<file path="src/hw/rtl/kmer_cdf_rank_predictor_unit_assert.svh">
// ----------------------------------------------------------------------------
// kmer_cdf_rank_predictor_unit assertion macros
// Immediate-implication and next-cycle-implication property wrappers.
// ----------------------------------------------------------------------------
`ifndef KMER_CDF_RANK_PREDICTOR_UNIT_ASSERT_SVH
`define KMER_CDF_RANK_PREDICTOR_UNIT_ASSERT_SVH

// ante holds -> cons holds in the same cycle
`define KCRP_ASSERT_IMP(lbl, clk, rstn, ante, cons) \
  lbl: assert property (@(posedge clk) disable iff (!rstn) (ante) |-> (cons)) \
    else $error("kcrp: implication check failed");

// ante holds -> cons holds in the next cycle
`define KCRP_ASSERT_NXT(lbl, clk, rstn, ante, cons) \
  lbl: assert property (@(posedge clk) disable iff (!rstn) (ante) |=> (cons)) \
    else $error("kcrp: next-cycle check failed");

`endif

</file>
<file path="src/hw/rtl/kcrp_ram.sv">
`timescale 1ns / 1ps
// ----------------------------------------------------------------------------
// kcrp_ram
// Generic single-write, single-read RAM with registered read data.
// ----------------------------------------------------------------------------
module kcrp_ram #(
  parameter int WIDTH  = 32,
  parameter int DEPTH  = 64,
  parameter int ADDR_W = (DEPTH > 1) ? $clog2(DEPTH) : 1
) (
  input  logic              clk_i,
  input  logic              we_i,
  input  logic [ADDR_W-1:0] waddr_i,
  input  logic [WIDTH-1:0]  wdata_i,
  input  logic              re_i,
  input  logic [ADDR_W-1:0] raddr_i,
  output logic [WIDTH-1:0]  rdata_o
);

  logic [WIDTH-1:0] mem_q [DEPTH];
  logic [WIDTH-1:0] rdata_q;

  always_ff @(posedge clk_i) begin
    if (we_i) begin
      mem_q[waddr_i] <= wdata_i;
    end
    if (re_i) begin
      rdata_q <= mem_q[raddr_i];
    end
  end

  assign rdata_o = rdata_q;

endmodule

</file>
<file path="config.mk">
export PLATFORM = sky130hd
export DESIGN_NAME = kcrp_ram
export DESIGN_NICKNAME = d
export VERILOG_FILES = /design/src/hw/rtl/kmer_cdf_rank_predictor_unit_assert.svh /design/src/hw/rtl/kcrp_ram.sv
export SDC_FILE = /design/constraint.sdc
export NUM_CORES = 2
export LEC_CHECK = 0
export ABC_AREA = 1
export BUFFER_PORTS_ARGS = -buffer_cell sky130_fd_sc_hd__clkbuf_2
export CAP_MARGIN = 20
export CORE_MARGIN = 8
export CORE_UTILIZATION = 30
export DETAILED_ROUTE_END_ITERATION = 12
export PLACE_DENSITY = 0.42
export SLEW_MARGIN = 25
export SYNTH_ARGS = -nofsm -noshare
export SYNTH_HDL_FRONTEND = slang
export SYNTH_SLANG_ARGS = --single-unit
</file>
<file path="constraint.sdc">
create_clock -name clk_i -period 6.61 [get_ports clk_i]
set_clock_uncertainty 0.1 [all_clocks]
set_input_delay 0.9915 -clock clk_i [delete_from_list [all_inputs] [get_ports clk_i]]
set_output_delay 0.9915 -clock clk_i [all_outputs]
set_load 0.02 [all_outputs]
</file>
Word level (Yosys, flattened, before mapping):

Memory sizes are Yosys's and may differ from the RTL's. A register that Yosys moved wholly into a read port is not among the register bits.
Cells that the tools add are included.

* register bits: 0
* memory bits (writable): 2048
* input port bits: 47
* output and inout bits: 32
* memories kept: 1

Memory list
* mem_q: depth 64, bits a word 32, rd ports 1, clocked after Yosys merged registers in 1, wr ports 1, RTL line kcrp_ram.sv:20 `logic [WIDTH-1:0] mem_q [DEPTH];`

* mux-type cells: 2

Operator list (count)
* two-way mux 1 bit: 2

Depth between registers and ports, before layout:

* word-level depth: 2
* gate-level depth with buffers: 13
* gate-level depth less buffers: 9

Worst setup path before layout:

OpenSTA, ideal clock, no wires.

* kind: in2reg
* start: input we_i
* end: memory mem_q[48][0], enable pin
* library setup time: 0.502 ns
* data arrival time: 4.619 ns
* data required time: 6.008 ns
* slack: 1.389 ns
* stages on the path: 3
* path through: clkbuf_1 -> nand4_1 -> nor4_1

* cells in the longest elaborated chain, start to end: 2

RTL lines
* start: declaration: RTL line kcrp_ram.sv:12 `input logic we_i,`
* two-way mux 1 bit: RTL line kcrp_ram.sv:24 `if (we_i) begin`
* two-way mux 1 bit (not written as such): RTL line kcrp_ram.sv:25 `mem_q[waddr_i] <= wdata_i;`
* end: declaration: RTL line kcrp_ram.sv:20

Every way passes these cells.

==> impl_summary.md <==
Synthesis
Synthesis instantiated 15 different standard cells from the library. The net count after synthesis is 6816. The XOR/XNOR share of the synthesized area is 0%. In this run, synthesis produced a sequential element count of 2080. The post-synth design cell area is 83100 um2. The top cell type by area accounts for 75.2% of the synthesized area.

The portion of netlist area occupied by mux cells is 0%. Of the total synthesized cell area, the portion taken by AND, OR, NAND and NOR gates is 22.0%. The adder-cell share of the synthesized area is 0%. The Yosys step of the flow raised 0 warnings. The largest total area in the synthesized netlist belongs to sky130_fd_sc_hd__edfxtp_1. A synthesized cell averages 12.3 um2.

After synthesis, the largest family of logic cells by area is simple AND/OR/NAND/NOR gates. The share of the Yosys chip area taken by registers is 75.2%. In the post-synthesis netlist, the biggest area contributors are sky130_fd_sc_hd__edfxtp_1 75%, sky130_fd_sc_hd__nand3_1 11%, sky130_fd_sc_hd__nand2_1 10%, sky130_fd_sc_hd__buf_2 1.7%, sky130_fd_sc_hd__buf_4 0.41%. The synthesized netlist devotes 0% of its cell area to compound gates.

Synthesis produced a netlist whose cell count is 6769.

Placement
The count of buffers from port buffering is 78. The final RePlAce weighted congestion is 0.752. The placed instance area is 88100 um2. Prior to clock tree synthesis, the placed netlist has a worst setup slack of 2.22 ns.

The half-perimeter wire length of the detailed placement result is 147000 um. The number of placed cells counting well taps is 10300.

Clocking
Clock latency on the worst-skew pair, taken at its later pin, is 0.86 ns. The clock tree root driver cell is sky130_fd_sc_hd__clkbuf_16. The clock transition at the registers of the reported paths is 0.06 ns. The number of buffers added to fix hold violations after cts is 0.

The total CTS buffers is 226. The longest clock path from root to sink contains 3 buffers. The number of clock sinks is 2080. The post-CTS setup-driven buffer insertion count is 0.

TritonCTS built the clock tree. The total number of H-tree levels is 4. The number of gates resized after cts is 0.

Setup path
The startpoint identified for the worst register-to-register timing path is mem_q[63][10]$_DFFE_PP_. The worst-path maximum fanout is 163. The reg2reg setup slack is 4.70 ns.

The longest individual stage delay on the worst path is 0.68 ns. The worst register-to-register path ends at rdata_o[10]$_DFFE_PP_. Walking the worst path, the cells encountered are buf_8 > inv_16 > buf_4 > nand2_1 > nand3_1 > nand3_1 > nand3_1 > nand3_1 > nand2_1 > nand2_1 > nand2_1. The worst path required time is 7.23 ns. At the worst endpoint, the arrival time is 4.13 ns. For this design, the slowest cell found on the critical path is sky130_fd_sc_hd__buf_4. The setup path with the least slack is of type input port to flop. The worst register-to-register path has a depth of 8. The buffering stage count on the worst path with inverters included is 3. The kind of cell adding the most delay to the critical path is buffers and inverters. The nature of the critical path startpoint is an input port. The worst setup path is captured at a flop.

Die
In this run the horizontal extent of the chip is 542 um. The core footprint is 276000 um2. Once the floorplan was initialized, standard cells occupied 30.1% of the core. The die covers 294000 um2.

The top-level I/O count is 79. The die outline height is 542 um. The initialized floorplan defines 193 standard-cell rows.

Worst hold path
Counting instances, the worst hold path has a depth of 1. In this run the most critical hold path is launched from wdata_i[13]. The capture endpoint of the worst hold path is mem_q[55][13]$_DFFE_PP_. The worst hold path class is input port to flop.

Timing
The achievable clock frequency is 285 MHz. The part of the cycle the worst path needs is 53.0%. The slew of the pin with the lowest slew margin is 1.14 ns. The count of pins over their slew limit is 0.

The slack of the critical path is 3.11 ns. In this run the tightest slew margin relative to its limit is 24.1%. Setup repair after global routing left no endpoint under its margin. The count of final hold-check violations came to 0.

For the final routed database, the setup TNS stands at 0 ns. Subtracting the final worst setup slack from the clock period gives 3.50 ns. Setup violations remaining at the end of the flow were counted as 0.

Pwr
The share of total power dissipated in the clock network is 42.3%. The internal power of the cells totals 0.0218 W. In this run the static leakage power is 32.7 nW. Net switching is 23.4% of the power. Dividing total power by cell area gives a power density of 300 nW/um2. For this design the total switching power over the nets is 0.00667 W. The share of total power dissipated in combinational logic is 6.2%. The peak ir drop on the vdd network is 0.000195 V.

The proportion of power drawn by flip-flops and latches is 51.5%. The post-route total power is 0.0285 W.

Final layout
Summing all multi-input logic gate instances after layout gives 18800 um2. Of the cells placed in the final design, the portion with a size suffix greater than 1 is 8.65%. After the flow finishes, the layout carries non-filler instances totaling 10700. The post-layout instance area is 95100 um2. The net count of the finished layout is 6838. In the layout the commonest cells are 2248 x sky130_fd_sc_hd__nand2_1, 2080 x sky130_fd_sc_hd__edfxtp_1, 1907 x sky130_fd_sc_hd__nand3_1. The most common cell after layout, fill and taps aside is sky130_fd_sc_hd__nand2_1. The growth of design area from synthesis to finish is 14.5%.

The filler cell count is 27100. The footprint of the flip-flops and latches is 62500 um2.

GRT
The total track usage is 18.3%. The initial antenna violation count was 24. The wire length of the first global-routing pass is 394000 um. The via count of the first global-routing pass was 51900. Entering global routing, the biggest net connects 167 pins. Summed over all layers, the global routing overflow is 0.

Route
The final wirelength is 276000 um. The length of the first detailed-routing pass in iterations is 6. Dividing the detail-routed via count by the number of cells gives 4.95. The violation count after the first detailed-route iteration is 4640. For this run, design rule violations remaining after detail routing come to 0. The routed via count is 52900.

Once detail routing completed, the nets flagged for antenna violations numbered 0. Dividing the detail-routed wire length by the instance count gives 25.9 um.

Flow run
Max-cap violations in this run came to 0.

Status
The flow ran to the end, and the final reports show no timing, DRC or antenna violations.
[registers in the layout, summed over array words and instances (netlist names)]
signal   flops
rdata_o     32
mem_q     2048
[cells in the mapped netlist]
cell type and number:
sky130_fd_sc_hd__buf_1 40, sky130_fd_sc_hd__buf_2 282, sky130_fd_sc_hd__buf_4 45, sky130_fd_sc_hd__buf_6 3
sky130_fd_sc_hd__buf_8 2, sky130_fd_sc_hd__clkbuf_1 77, sky130_fd_sc_hd__edfxtp_1 2080, sky130_fd_sc_hd__inv_1 9
sky130_fd_sc_hd__inv_2 2, sky130_fd_sc_hd__inv_4 1, sky130_fd_sc_hd__nand2_1 2248, sky130_fd_sc_hd__nand3_1 1907
sky130_fd_sc_hd__nand4_1 9, sky130_fd_sc_hd__nor2_1 56, sky130_fd_sc_hd__nor4_1 8
[worst max path at each step]
| stage | start | depth (start not counted) | slack (ns) | to |
|---|---|---|---|---|
| after detailed placement | raddr_i[0] | 11 | 2.22 | rdata_o[9]$_DFFE_PP_ |
| after global placement | raddr_i[0] | 11 | 2.23 | rdata_o[9]$_DFFE_PP_ |
| final | raddr_i[0] | 11 | 3.11 | rdata_o[9]$_DFFE_PP_ |
| after CTS | raddr_i[0] | 11 | 3.15 | rdata_o[9]$_DFFE_PP_ |
| after global routing | raddr_i[0] | 11 | 2.99 | rdata_o[9]$_DFFE_PP_ |
| after floorplan | we_i | 3 | 1.39 | mem_q[48][0]$_DFFE_PP_ |
[cell type report]
| class | count | share of cell area [%] |
|---|---|---|
| clock buffer | 293 | 6.28 |
| timing repair buffer | 243 | 2.29 |
| sequential | 2080 | 65.7 |
| multi-input combinational | 4228 | 19.7 |
| antenna | 5 | 0.0132 |
| clock inverter | 115 | 1.04 |
| tap | 3705 | 4.87 |
| inverter | 12 | 0.0882 |
[through the flow]
stage	hold WS, ns	utilization (%)
2_1_floorplan	0.697	-
3_3_place_gp	0.779	31.9
3_5_place_dp	0.776	31.9
4_1_cts	0.343	34.4
5_1_grt	0.351	34.5
6_report	0.377	34.5
[kinds of logic (layout without fill, tap and decap cells)]
family,after synthesis,count (layout)
AND/OR/NAND/NOR,4228,4228
flip-flops,2080,2080
buffers and inverters,461,663
other,0,5
[metal layers]
layer	part of all wire, %	wire length (um)	vias up	track usage (%)
met2	47	129000	1348	29.6
met5	0.022	60	-	0
met3	4.7	13100	382	2.78
met4	3.1	8500	10	5.42
li1	-	-	24200	-
met1	45	125000	26900	25.5
[power groups by stage]
stage	logic, W	registers [W]	clock network [W]
after global placement	0.00179	0.0150	0
after detailed placement	0.00180	0.0150	0
final	0.00175	0.0147	0.0121
after global routing	0.00192	0.0147	0.0128
after CTS	0.00180	0.0147	0.0123
after floorplan	0.000897	0.0150	0
Power figures use the tool's default switching activity.
