==> config.mk <==
export PLATFORM = sky130hd
export DESIGN_NAME = kcrp_mul
export DESIGN_NICKNAME = d
export VERILOG_FILES = /design/src/hw/rtl/kmer_cdf_rank_predictor_unit_assert.svh /design/src/hw/rtl/kcrp_pkg.sv /design/src/hw/rtl/kcrp_mul.sv
export SDC_FILE = /design/constraint.sdc
export NUM_CORES = 2
export LEC_CHECK = 0
export BUFFER_PORTS_ARGS = -buffer_cell sky130_fd_sc_hd__buf_2
export CAP_MARGIN = 15
export CORE_ASPECT_RATIO = 0.75
export CORE_MARGIN = 2
export CORE_UTILIZATION = 67
export DETAILED_ROUTE_END_ITERATION = 12
export PLACE_DENSITY = 0.92
export REMOVE_ABC_BUFFERS = 1
export SETUP_SLACK_MARGIN = 0.15
export SYNTH_ARGS = -nofsm -noshare
export SYNTH_HDL_FRONTEND = slang
export SYNTH_SLANG_ARGS = --single-unit
==> constraint.sdc <==
create_clock -name clk_i -period 10.3 [get_ports clk_i]
set_input_delay 1.03 -clock clk_i [delete_from_list [all_inputs] [get_ports clk_i]]
set_output_delay 1.03 -clock clk_i [all_outputs]
set_load 0.01 [all_outputs]
==> src/hw/rtl/kmer_cdf_rank_predictor_unit_assert.svh <==
// ----------------------------------------------------------------------------
// kmer_cdf_rank_predictor_unit assertion macros
// Immediate-implication and next-cycle-implication property wrappers.
// ----------------------------------------------------------------------------
`ifndef KMER_CDF_RANK_PREDICTOR_UNIT_ASSERT_SVH
`define KMER_CDF_RANK_PREDICTOR_UNIT_ASSERT_SVH

// ante holds -> cons holds in the same cycle
`define KCRP_ASSERT_IMP(lbl, clk, rstn, ante, cons) \
  lbl: assert property (@(posedge clk) disable iff (!rstn) (ante) |-> (cons)) \
    else $error("kcrp: implication check failed");

// ante holds -> cons holds in the next cycle
`define KCRP_ASSERT_NXT(lbl, clk, rstn, ante, cons) \
  lbl: assert property (@(posedge clk) disable iff (!rstn) (ante) |=> (cons)) \
    else $error("kcrp: next-cycle check failed");

`endif

==> src/hw/rtl/kcrp_pkg.sv <==
`timescale 1ns / 1ps
// ----------------------------------------------------------------------------
// kcrp_pkg
// Shared widths, codes and payload types of the k-mer CDF rank predictor.
// ----------------------------------------------------------------------------
package kcrp_pkg;

  localparam int ROW_W      = 41;
  localparam int BIAS_W     = 32;
  localparam int SCALE_W    = 48;
  localparam int CODE_W     = 42;
  localparam int UIDX_W     = 6;
  localparam int WGT_W      = 32;
  localparam int CFG_IDX_W  = 2;
  localparam int CFG_DATA_W = 48;

  // shared multiplier: 33x33 signed, so a 32-bit unsigned chunk fits
  localparam int MUL_W  = 33;
  localparam int PROD_W = 2 * MUL_W;

  localparam int DEF_HIDDEN_UNITS = 64;
  localparam int DEF_KMER_BASES   = 21;

  localparam logic FUNC_LOAD    = 1'b0;
  localparam logic FUNC_PREDICT = 1'b1;

  localparam logic [CFG_IDX_W-1:0] CFG_ROW_TOTAL   = 2'd0;
  localparam logic [CFG_IDX_W-1:0] CFG_OUT_BIAS    = 2'd1;
  localparam logic [CFG_IDX_W-1:0] CFG_RESID_SCALE = 2'd2;

  localparam logic [ROW_W-1:0]   ROW_TOTAL_RST   = 41'd1;
  localparam logic [BIAS_W-1:0]  OUT_BIAS_RST    = 32'd0;
  localparam logic [SCALE_W-1:0] RESID_SCALE_RST = 48'd65536;

  typedef struct packed {
    logic                    func;
    logic [UIDX_W-1:0]       unit_index;
    logic signed [WGT_W-1:0] hid_weight;
    logic signed [WGT_W-1:0] hid_bias;
    logic signed [WGT_W-1:0] out_weight;
    logic [CODE_W-1:0]       kmer_code;
  } kcrp_in_t;

  typedef struct packed {
    logic [ROW_W-1:0] predicted_row;
    logic             clamp_hit;
  } kcrp_out_t;

endpackage

==> src/hw/rtl/kcrp_mul.sv <==
`timescale 1ns / 1ps
// ----------------------------------------------------------------------------
// kcrp_mul
// Shared signed 33x33 multiplier with a registered product.
// ----------------------------------------------------------------------------
module kcrp_mul import kcrp_pkg::*; (
  input  logic                     clk_i,
  input  logic                     en_i,
  input  logic signed [MUL_W-1:0]  a_i,
  input  logic signed [MUL_W-1:0]  b_i,
  output logic signed [PROD_W-1:0] p_o
);

  logic signed [PROD_W-1:0] p_q;

  always_ff @(posedge clk_i) begin
    if (en_i) begin
      p_q <= a_i * b_i;
    end
  end

  assign p_o = p_q;

endmodule

; Yosys cells after proc, flatten, opt, wreduce, memory -nomap -nowiden
; Index checks and enable logic that the tools add are counted.
[totals]
ff_bits = 66
latch_bits = 0
ram_bits = 0
mem_bits_ro = 0
input_bits = 68
out_inout_bits = 66
wordCells = 2
memories = 0
[classes]
add_sub_neg = 0
multipliers = 1
div = 0
order_cmp = 0
eq_ne = 0
shift = 0
n_mux = 0
bitwise = 0
n_reduce_logical = 0
[op_table]
columns = cell, count
row1 = $mul A33 B33 Y66, 1

; Depth between registers and ports, before layout
[depth]
depth_word = 1
ltp_mapped = 27
mapped_depth_nobuf = 26

; Worst setup path after synthesis
; Ideal clock, no wire load.
[synth_path]
kind = input -> register
startpoint = input port a_i[32]
endpoint = register p_q[62] (netlist: p_o[62]) (data pin)
setup_ps = 269
arrival_time_ps = 8126
required_ps = 10031
path_slack_ps = 1905
path_stages = 23
n_path_buf = 2
cell_sequence = clkbuf_1 -> nand2_1 -> inv_1 -> fa_1 -> fa_1 -> fa_1 -> fa_1 -> fa_1 -> fa_1 -> fa_1 -> inv_1 -> fa_1 -> inv_1 -> ha_1 -> clkbuf_1 -> and3_1 -> nand3_1 -> nand2b_1 -> a2111oi_4 -> a211oi_4 -> a21o_2 -> a211oi_2 -> a211oi_2
[synth_between]
elab_chain_len = 1
[synth_rtl]
columns = item, line
row1 = "start, declared", kcrp_mul.sv:9  ; input logic signed [MUL_W-1:0] a_i,
row2 = $mul A33 B33 Y66, kcrp_mul.sv:18  ; p_q <= a_i * b_i;
row3 = "end signal, assigned", kcrp_mul.sv:18
row4 = "end, declared", kcrp_mul.sv:14  ; logic signed [PROD_W-1:0] p_q;
; No other way between the ends.
; A chain may end at the register's enable or synchronous reset.

; Worst setup path in the final report
[layout_path]
startpoint = input port b_i[6]
endpoint = register p_q[62] (netlist: p_o[62]) (data pin)
[layout_between]
elab_chain_len = 1
[layout_rtl]
columns = item, line
row1 = "start, declared", kcrp_mul.sv:10  ; input logic signed [MUL_W-1:0] b_i,
row2 = $mul A33 B33 Y66, kcrp_mul.sv:18
; No other way between the ends.

==> reports/metrics.yaml <==
sta:
  worst_slew_pin_slew_ns: 1.075
  final-setup-viol-count: 0
  rsz0062_at_grt: "false"
  hold_violations: 0
  timing.setup.tns_ns: 0
  fmax_mhz: 109.9
  post-route-min-period_ns: 9.100
  slew-limit-headroom: 0.2809
  slew_violations: 0
  period_share: 0.8835
grt:
  use_met1: 0.5104
  grt_first_pass_wirelength_um: 185500
  grt_max_degree: 67
  grt_pass1_vias: 33780
  grt-busiest-layer: "met2"
  grt_util_met3: 0.1662
  use_met2: 0.5632
  overflow: 0
  grt_antenna_before_repair: 2
  grtUsageTotal: 0.3830
floorplanning:
  die_w_um: 291.0
  placementRows: 78
  io_pins: 134
  start_util: 0.6808
  core_area_um2: 60800
  die_h_um: 219.3
  die-area_um2: 63810
synthesis:
  synth-seq-cells: 66
  synth_edf_count: 66
  synth_top_cell_by_area: "fa_1"
  ys_seq_area_frac: 0.04788
  synth_warnings: 0
  synthTopCellsByCount: "fa_1 (1145), inv_1 (1131), and2_1 (562)"
  async_reset_ff_frac: 0
  syn_area_um2: 41390
  synth_area_leaders: "fa_1 (55%), inv_1 (10%), and2_1 (8.5%)"
  synthFlopType: "edfxtp_1"
  synth_top_area_share: 0.5537
  syn-instance-count: 4338
  avgSynthCellArea_um2: 9.542
  synth.most_common_cell: "fa_1"
  synth_cell_types: 80
clock_tree:
  htree_num_levels: 3
  ctsResizeCount: 0
  cts_tree: "built"
  clock_path_buffers: 2
  root_buffer: "clkbuf_16"
  clock_sink_count: 66
  ctsHoldBuffers: 0
  postCtsSetupRepairBufs: 0
  cts_made_buffers: 9
  clkTransAtPathRegs_ns: 0.06
placement:
  gp_congestion: 0.9679
  detailed_place_hpwl_um: 93920
  port_buffers: 133
  dp.cells: 5063
setup_path:
  endpoint_kind: "flop"
  start_kind: "input port"
  crit_type: "input port to flop"
  startpoint: "b_i[6]"
  crit_required_ns: 10.42
  cp.arrival_ns: 9.22
  cp_max_fo: 33
detailed_routing:
  routed_wl_um: 114500
  drc_errors: 0
  drtIter0Drc: 3559
  ant_nets: 0
  via_per_inst: 5.989
  dr.pass1.iters: 6
  vias: 30428
  wire_per_inst_um: 22.54
hold_path:
  hp-class: "input port to flop"
  hold_depth: 2
  min-delay-start: "b_i[0]"
  hold_path_end: "p_o[0]$_DFFE_PP_"
cells_and_area:
  finalNonFillerCells: 5081
  fill_cells: 3946
  final_layout_size_suffix_gt1_frac: 0.04627
  syn_to_final_growth_pct: 2.932
  nets: 5704
  largest_reg_flops: 66
flow_run:
  drv_cap: 0
status:
  outcome: "complete, no violations"
## worst max-delay path, cell delays in order
cell and delay [ns]:
buf_2 0.61, nand2_1 0.33, inv_1 0.19, fa_1 0.46, fa_1 0.54, inv_1 0.14
fa_1 0.57, inv_1 0.08, fa_1 1.17, fa_1 0.60, fa_1 0.50, fa_1 0.52
inv_1 0.06, fa_1 0.50, inv_1 0.06, ha_1 0.41, a21o_1 0.22, a21o_1 0.16
a21oi_1 0.24, nor2b_1 0.11, o21ai_0 0.22, nor4b_1 0.34, a211oi_2 0.12
## worst max-delay path by stage
stage                              to  slack [ns]  cells past startpoint
detailed placement  p_o[62]$_DFFE_PP_        0.98                     24
global placement    p_o[62]$_DFFE_PP_        1.22                     24
global route        p_o[65]$_DFFE_PP_        0.87                     24
finish              p_o[62]$_DFFE_PP_        1.20                     23
CTS                 p_o[62]$_DFFE_PP_        1.36                     24
floorplan           p_o[62]$_DFFE_PP_        2.26                     21
## layer usage
layer	up-vias	part of all wire
met2	2489	0.43
met5	-	0.000079
li1	12263	-
met1	15255	0.36
met4	2	0.041
met3	419	0.16
## per-stage QoR
| stage | hold slack, ns | utilization | area [um^2] | worst slack, ns |
|---|---|---|---|---|
| after global placement | 1.441 | 0.6958 | 42310 | 1.219 |
| after CTS | 1.294 | 0.7007 | 42600 | 1.359 |
| final | 1.329 | 0.7008 | 42610 | 1.200 |
| after global routing | 1.348 | 0.7007 | 42610 | 0.8740 |
| after detailed placement | 1.439 | 0.6958 | 42310 | 0.9761 |
| after floorplan | 1.143 | - | 40540 | 2.259 |
## kinds of logic (layout without fill, tap and decap cells)
family | count (synthesis) | after routing | share of synthesized area
AND/OR/NAND/NOR | 1271 | 1271 | 0.1553
AO/OA/AOI/OAI | 219 | 219 | 0.04002
flip-flops | 66 | 66 | 0.04788
other | 0 | 2 | 0
adder cells (fa/ha/maj) | 1362 | 1362 | 0.6193
XOR/XNOR | 68 | 68 | 0.01439
buffers and inverters | 1352 | 1293 | 0.1231
## final cells by class
| class | count | area, um^2 | area share |
|---|---|---|---|
| multi-input combinational | 2920 | 34320 | 0.8054 |
| inverter | 1131 | 4245 | 0.09964 |
| sequential | 66 | 1982 | 0.04651 |
| tap | 800 | 1001 | 0.02349 |
| timing repair buffer | 146 | 763.2 | 0.01791 |
| clock buffer | 9 | 225.2 | 0.005286 |
| clock inverter | 7 | 70.07 | 0.001644 |
| antenna | 2 | 5.005 | 0.0001175 |
## cell usage in the layout (no fill, tap or decap), drive strengths merged, types with 3 or more instances in the layout
master	synthesis	final
edfxtp	66	66
nand2	551	551
o21bai	11	11
a21boi	3	3
nor2b	5	5
ha	217	217
a31oi	9	9
a221oi	3	3
o211ai	5	5
clkbuf	208	9
clkinvlp	0	3
xnor2	43	43
nand3	26	26
or3	3	3
a211oi	11	11
o21a	6	6
or2	3	3
o21ai	33	33
and3	6	6
nand2b	12	12
clkinv	0	3
inv	1131	1131
a211o	6	6
xor2	25	25
fa	1145	1145
nand4	12	12
nor2	68	68
nor4	3	3
o31ai	7	7
and4	5	5
a21o	38	38
buf	13	146
nor3	7	7
a21oi	61	61
and2	563	563
Power is not shown: default switching activity piles up to over one toggle a cycle in this logic, so the estimate is an artifact.
